### config.mk
export PLATFORM = sky130hd
export DESIGN_NAME = mnp_ctrl
export DESIGN_NICKNAME = d
export VERILOG_FILES = /design/src/hdl/mnp_pkg.sv /design/src/hdl/mnp_ctrl.sv
export VERILOG_INCLUDE_DIRS = /design/src /design/src/hdl
export SDC_FILE = /design/constraint.sdc
export NUM_CORES = 1
export LEC_CHECK = 0
export BUFFER_PORTS_ARGS = -buffer_cell sky130_fd_sc_hd__buf_4
export CELL_PAD_IN_SITES_DETAIL_PLACEMENT = 0
export CELL_PAD_IN_SITES_GLOBAL_PLACEMENT = 2
export CORE_MARGIN = 2
export CORE_UTILIZATION = 16
export DETAILED_ROUTE_END_ITERATION = 10
export HOLD_SLACK_MARGIN = 0.05
export PLACE_DENSITY_LB_ADDON = 0.1
export SYNTH_ARGS = -nofsm -noshare
export SYNTH_HDL_FRONTEND = slang
export SYNTH_SLANG_ARGS = --single-unit
### constraint.sdc
create_clock -name clk_i -period 1.22 [get_ports clk_i]
set_clock_uncertainty 0.05 [all_clocks]
set_input_delay 0.061 -clock clk_i [delete_from_list [all_inputs] [get_ports clk_i]]
set_output_delay 0.061 -clock clk_i [all_outputs]
set_load 0.05 [all_outputs]
### src/hdl/midi_note_pairing_macros.svh
`ifndef MIDI_NOTE_PAIRING_MACROS_SVH
`define MIDI_NOTE_PAIRING_MACROS_SVH

// same-cycle implication, sampled on clk_i, off during reset
`define MNP_ASSERT_IMP(label, ante, cons) \
  label: assert property (@(posedge clk_i) disable iff (!rst_ni) (ante) |-> (cons)) \
    else $error("midi_note_pairing: check failed");

// next-cycle implication, sampled on clk_i, off during reset
`define MNP_ASSERT_NEXT(label, ante, cons) \
  label: assert property (@(posedge clk_i) disable iff (!rst_ni) (ante) |=> (cons)) \
    else $error("midi_note_pairing: check failed");

`endif

### src/hdl/mnp_pkg.sv
package mnp_pkg;

  localparam int unsigned TPQ_W     = 15;
  localparam int unsigned KIND_W    = 2;
  localparam int unsigned PARAM_W   = 24;
  localparam int unsigned TICK_W    = 32;
  localparam int unsigned KEY_W     = 8;
  localparam int unsigned VEL_W     = 8;
  localparam int unsigned RATE_W    = 56;
  localparam int unsigned TIME_W    = 64;
  localparam int unsigned DEN_W     = 35;
  localparam int unsigned US_W      = 20;
  localparam int unsigned RATE_FRAC = 48;
  localparam int unsigned DIV_STEPS = PARAM_W + RATE_FRAC;
  localparam int unsigned DIV_CNT_W = $clog2(DIV_STEPS);

  localparam logic [TPQ_W-1:0] TPQ_RESET     = 15'd96;
  localparam logic [US_W-1:0]  US_PER_SECOND = 20'd1000000;

  localparam logic [KIND_W-1:0] KIND_TEMPO = 2'd0;
  localparam logic [KIND_W-1:0] KIND_NOTE  = 2'd1;

  localparam logic [VEL_W-1:0] VEL_RELEASE = 8'h00;
  localparam logic [VEL_W-1:0] VEL_STOP    = 8'hFF;

  typedef enum logic [2:0] {
    S_IDLE,
    S_DEN,
    S_DIV,
    S_RATE,
    S_MUL_LO,
    S_MUL_HI,
    S_TIME,
    S_FINISH
  } state_e;

  typedef struct packed {
    logic latch;
    logic div_init;
    logic div_step;
    logic rate_load;
    logic mul_lo;
    logic mul_hi;
    logic time_load;
    logic emit;
    logic store;
  } ctrl_cmd_t;

  typedef struct packed {
    logic [KIND_W-1:0] in_kind;
    logic              in_key_ok;
    logic              is_release;
    logic              pend_valid;
    logic              out_free;
    logic              div_last;
  } ctrl_sts_t;

endpackage

### src/hdl/mnp_ctrl.sv
`include "midi_note_pairing_macros.svh"

module mnp_ctrl (
  input  logic               clk_i,
  input  logic               rst_ni,
  input  logic               in_valid_i,
  output logic               in_ready_o,
  output mnp_pkg::ctrl_cmd_t cmd_o,
  input  mnp_pkg::ctrl_sts_t sts_i
);

  mnp_pkg::state_e state_q;
  mnp_pkg::state_e state_d;
  logic            accept;

  assign accept = in_valid_i && in_ready_o;

  always_ff @(posedge clk_i or negedge rst_ni) begin
    if (!rst_ni) begin
      state_q <= mnp_pkg::S_IDLE;
    end else begin
      state_q <= state_d;
    end
  end

  always_comb begin
    state_d    = state_q;
    cmd_o      = '0;
    in_ready_o = 1'b0;
    case (state_q)
      mnp_pkg::S_IDLE: begin
        in_ready_o  = 1'b1;
        cmd_o.latch = in_valid_i;
        if (in_valid_i) begin
          if (sts_i.in_kind == mnp_pkg::KIND_TEMPO) begin
            state_d = mnp_pkg::S_DEN;
          end else if (sts_i.in_kind == mnp_pkg::KIND_NOTE && sts_i.in_key_ok) begin
            state_d = mnp_pkg::S_MUL_LO;
          end
        end
      end
      mnp_pkg::S_DEN: begin
        cmd_o.div_init = 1'b1;
        state_d        = mnp_pkg::S_DIV;
      end
      mnp_pkg::S_DIV: begin
        cmd_o.div_step = 1'b1;
        if (sts_i.div_last) begin
          state_d = mnp_pkg::S_RATE;
        end
      end
      mnp_pkg::S_RATE: begin
        cmd_o.rate_load = 1'b1;
        state_d         = mnp_pkg::S_IDLE;
      end
      mnp_pkg::S_MUL_LO: begin
        cmd_o.mul_lo = 1'b1;
        state_d      = mnp_pkg::S_MUL_HI;
      end
      mnp_pkg::S_MUL_HI: begin
        cmd_o.mul_hi = 1'b1;
        state_d      = mnp_pkg::S_TIME;
      end
      mnp_pkg::S_TIME: begin
        cmd_o.time_load = 1'b1;
        state_d         = mnp_pkg::S_FINISH;
      end
      mnp_pkg::S_FINISH: begin
        if (!sts_i.is_release) begin
          cmd_o.store = 1'b1;
          state_d     = mnp_pkg::S_IDLE;
        end else if (!sts_i.pend_valid) begin
          state_d = mnp_pkg::S_IDLE;
        end else if (sts_i.out_free) begin
          cmd_o.emit = 1'b1;
          state_d    = mnp_pkg::S_IDLE;
        end
      end
      default: begin
        state_d = mnp_pkg::S_IDLE;
      end
    endcase
  end

  `MNP_ASSERT_NEXT(a_tempo_starts_div, accept && sts_i.in_kind == mnp_pkg::KIND_TEMPO, state_q == mnp_pkg::S_DEN)
  `MNP_ASSERT_NEXT(a_div_ends_in_rate, state_q == mnp_pkg::S_DIV && sts_i.div_last, state_q == mnp_pkg::S_RATE)
  `MNP_ASSERT_IMP(a_emit_needs_slot, cmd_o.emit, sts_i.out_free && sts_i.pend_valid && sts_i.is_release)
  `MNP_ASSERT_IMP(a_store_is_press, cmd_o.store, !sts_i.is_release && !cmd_o.emit)

endmodule

==> impl_metrics.env <==
export IMPL_top_level_ports=20
export IMPL_avgSynthCellArea_um2=7.33
export IMPL_grt_max_degree=8
export IMPL_slew_headroom=0.870
export IMPL_clock_sink_count=3
export IMPL_synth_xor_area_frac=0
export IMPL_min_to="state_q[2]$_DFFE_PN0P_"
export IMPL_finalCritPeriodShare=1.10
export IMPL_netlist_area_um2=256
export IMPL_antenna_left=0
export IMPL_clockBufferDepth=2
export IMPL_syn_inst=35
export IMPL_diodes=0
export IMPL_path_max_fanout=7
export IMPL_synth_commonest_cells="7 x nor2_1, 3 x dfrtp_1, 3 x nand3_1"
export IMPL_fin_ws_ns=-0.118
export IMPL_numPortBuffers=19
export IMPL_finalCriticalPeriod_ns=1.34
export IMPL_synth_area_leader_cell="dfrtp_1"
export IMPL_grt_pass1_wl_mm=1.47
export IMPL_regArea_um2=78.8
export IMPL_violations="setup timing"
export IMPL_fp_dieW_um=44.0
export IMPL_min_from="sts_i[5]"
export IMPL_drc=0
export IMPL_synth_nets=45
export IMPL_critPathLaunchType="flop"
export IMPL_core_area_mm2=0.00151
export IMPL_vias=365
export IMPL_p_leak_nw=0.274
export IMPL_fillCellCount=159
export IMPL_arrival_ns=1.23
export IMPL_regMostFlops="state_q"
export IMPL_via_per_inst=4.51
export IMPL_largest_reg_flops=3
export IMPL_synth_top_area_share=0.293
export IMPL_p_total_mw=1.69
export IMPL_p_per_area_mw_per_mm2=2840
export IMPL_numCtsBuffers=3
export IMPL_status="finished with violations"
export IMPL_synth_enable_flop_cells=0
export IMPL_clock_fmax_ghz=0.747
export IMPL_synthTopCellsByArea="dfrtp_1 29%, nor2_1 10%, nand3_1 5.9%"
export IMPL_grt_overflow=0
export IMPL_clk_pin_slew_worst_paths_ns=0.04
export IMPL_synth_cell_type_count=19
export IMPL_initial_core_util=0.170
export IMPL_synth_fa_ha_area_frac=0
export IMPL_root_buffer="clkbuf_4"
export IMPL_grt_pass1_vias=352
export IMPL_end_kind="output pin"
export IMPL_insertion_delay_ns=0.23
export IMPL_htree_levels=1
export IMPL_yosysMostFrequentCell="nor2_1"
export IMPL_grt_usage=0.109
export IMPL_gp_congestion=0.685
export IMPL_ys_warn_count=0
export IMPL_async_reset_ff_frac=1.00
export IMPL_cpMaxStageDelayCell="dfrtp_2"
export IMPL_ys_flop_type="dfrtp_1"
export IMPL_drive_above_1_share=0.662
export IMPL_hp_class="in -> reg"
export IMPL_wl_um=939
export IMPL_muxShareOfSynthArea=0
export IMPL_final_setup_viol_count=10
export IMPL_crit_path_max_incr_delay_ns=0.47
export IMPL_antenna_found_initial=0
export IMPL_rr_endpoint="state_q[0]$_DFFE_PN0P_"
export IMPL_synth_seq_cells=3
export IMPL_timing_rr_start="state_q[0]$_DFFE_PN0P_"
export IMPL_area_delta_synth_final_pct=132
export IMPL_r2r_slack_ns=-0.05
export IMPL_row_count=14
export IMPL_holdPathStages=3
export IMPL_setup_tns_ns=-0.738
export IMPL_die_area_mm2=0.00194
export IMPL_maxCapViolations=0
export IMPL_hpwl_um=710
export IMPL_layout_nets=76
export IMPL_crit_chain="inv_2, and3_1, buf_4"
export IMPL_grt_setup_unrepaired="yes"
export IMPL_die_y_um=44.0
export IMPL_slew_viol_final=0
export IMPL_vdd_drop_max_uv=1120
export IMPL_critPathKind="reg -> out"
export IMPL_synth_compound_area_frac=0.166
export IMPL_cts_tree="yes"
export IMPL_reg_top3="state_q (3)"
export IMPL_synth_simple_gate_area_frac=0.463
export IMPL_postLayoutCoreUtil=0.395
export IMPL_reg2regPathDepth=4
export IMPL_multi_input_area_um2=204
export IMPL_wire_per_inst_um=11.6
export IMPL_critPathRequiredTime_ns=1.11
export IMPL_worstMarginPinSlew_ns=0.193
export IMPL_hold_viol_final=0
export IMPL_yosysSeqAreaShare=0.293
export IMPL_synth_top_family_by_area="simple AND/OR/NAND/NOR gates"
export IMPL_initialDrtViolationCount=2
export IMPL_firstDrtPassIters=2
==> cell type report <==
cell class                 count  share of cell area
clock buffer                   4              0.0442
inverter                       1             0.00632
multi-input combinational     29               0.343
sequential                     3               0.133
tap                           16              0.0337
timing repair buffer          28               0.440
==> cells in the final DEF (no fill, tap or decap) <==
cell type      count
a31oi_1            1
nor2_2             3
buf_8              2
o31ai_1            1
dlygate4sd3_1      1
and2_4             1
nand3_1            2
and3b_1            1
and3_1             1
a211o_1            1
nand3_2            1
o21ai_0            2
and2_1             1
dfrtp_2            3
nand2b_1           2
inv_2              1
nand2_1            2
nor3b_2            2
a21oi_1            2
buf_6              9
clkbuf_1           1
clkbuf_4           3
nor3_4             2
nor2_1             4
buf_4             16
==> report_power, final <==
group	switching (mW)	internal, mW
clock	0.0475	0.122
combinational	0.667	0.557
sequential	0.138	0.158
total	0.853	0.837
==> per-stage QoR <==
| stage | hold WS [ns] | instances | setup WS (ns) | instance area (um2) |
|---|---|---|---|---|
| after floorplan | -0.285 | 35 | -0.233 | 294 |
| after global placement | -0.196 | 71 | 0.0484 | 457 |
| after detailed placement | -0.197 | 71 | 0.0183 | 457 |
| after CTS | 0.0722 | 78 | -0.119 | 548 |
| after global routing | 0.0873 | 81 | -0.152 | 594 |
| final | 0.0802 | 81 | -0.118 | 594 |
==> cells by family after synthesis <==
kind of cell | Yosys count
simple gates | 22
compound gates | 7
flops | 3
buf+inv | 3
==> critical path, delay by kind of cell (launching register included) <==
kind	cells	cell delay (ns)
buffers and inverters	2	0.35
DFF	1	0.47
and+or+nand+nor	1	0.18
==> what timing repair did <==
| action | CTS | global route |
|---|---|---|
| endpoints found under the hold margin | 3 | 0 |
| buffers inserted | 2 | 3 |
| hold buffers | 1 | 0 |
| endpoints found under the setup margin | 11 | 11 |
| pin swaps | 2 | 0 |
| gates resized for setup | 13 | 6 |
==> layer usage <==
layer	share of wire	GRT usage	up-vias	routed length, um
met4	0	0.0909	0	0
li1	-	-	183	-
met3	0.049	0.0286	0	46
met2	0.55	0.171	12	521
met1	0.40	0.124	170	371
met5	0	0	-	0
==> worst max-delay path by stage <==
stage,from,to,slack (ns),cells past startpoint
after floorplan,state_q[1]$_DFFE_PN0P_,cmd_o[8],-0.23,3
after global placement,state_q[2]$_DFFE_PN0P_,state_q[0]$_DFFE_PN0P_,0.05,3
after detailed placement,state_q[1]$_DFFE_PN0P_,state_q[0]$_DFFE_PN0P_,0.02,3
after CTS,state_q[0]$_DFFE_PN0P_,cmd_o[8],-0.12,3
after global routing,state_q[0]$_DFFE_PN0P_,cmd_o[2],-0.15,3
final,state_q[0]$_DFFE_PN0P_,cmd_o[2],-0.12,3
Note: power is estimated with default switching activity, not from simulation.
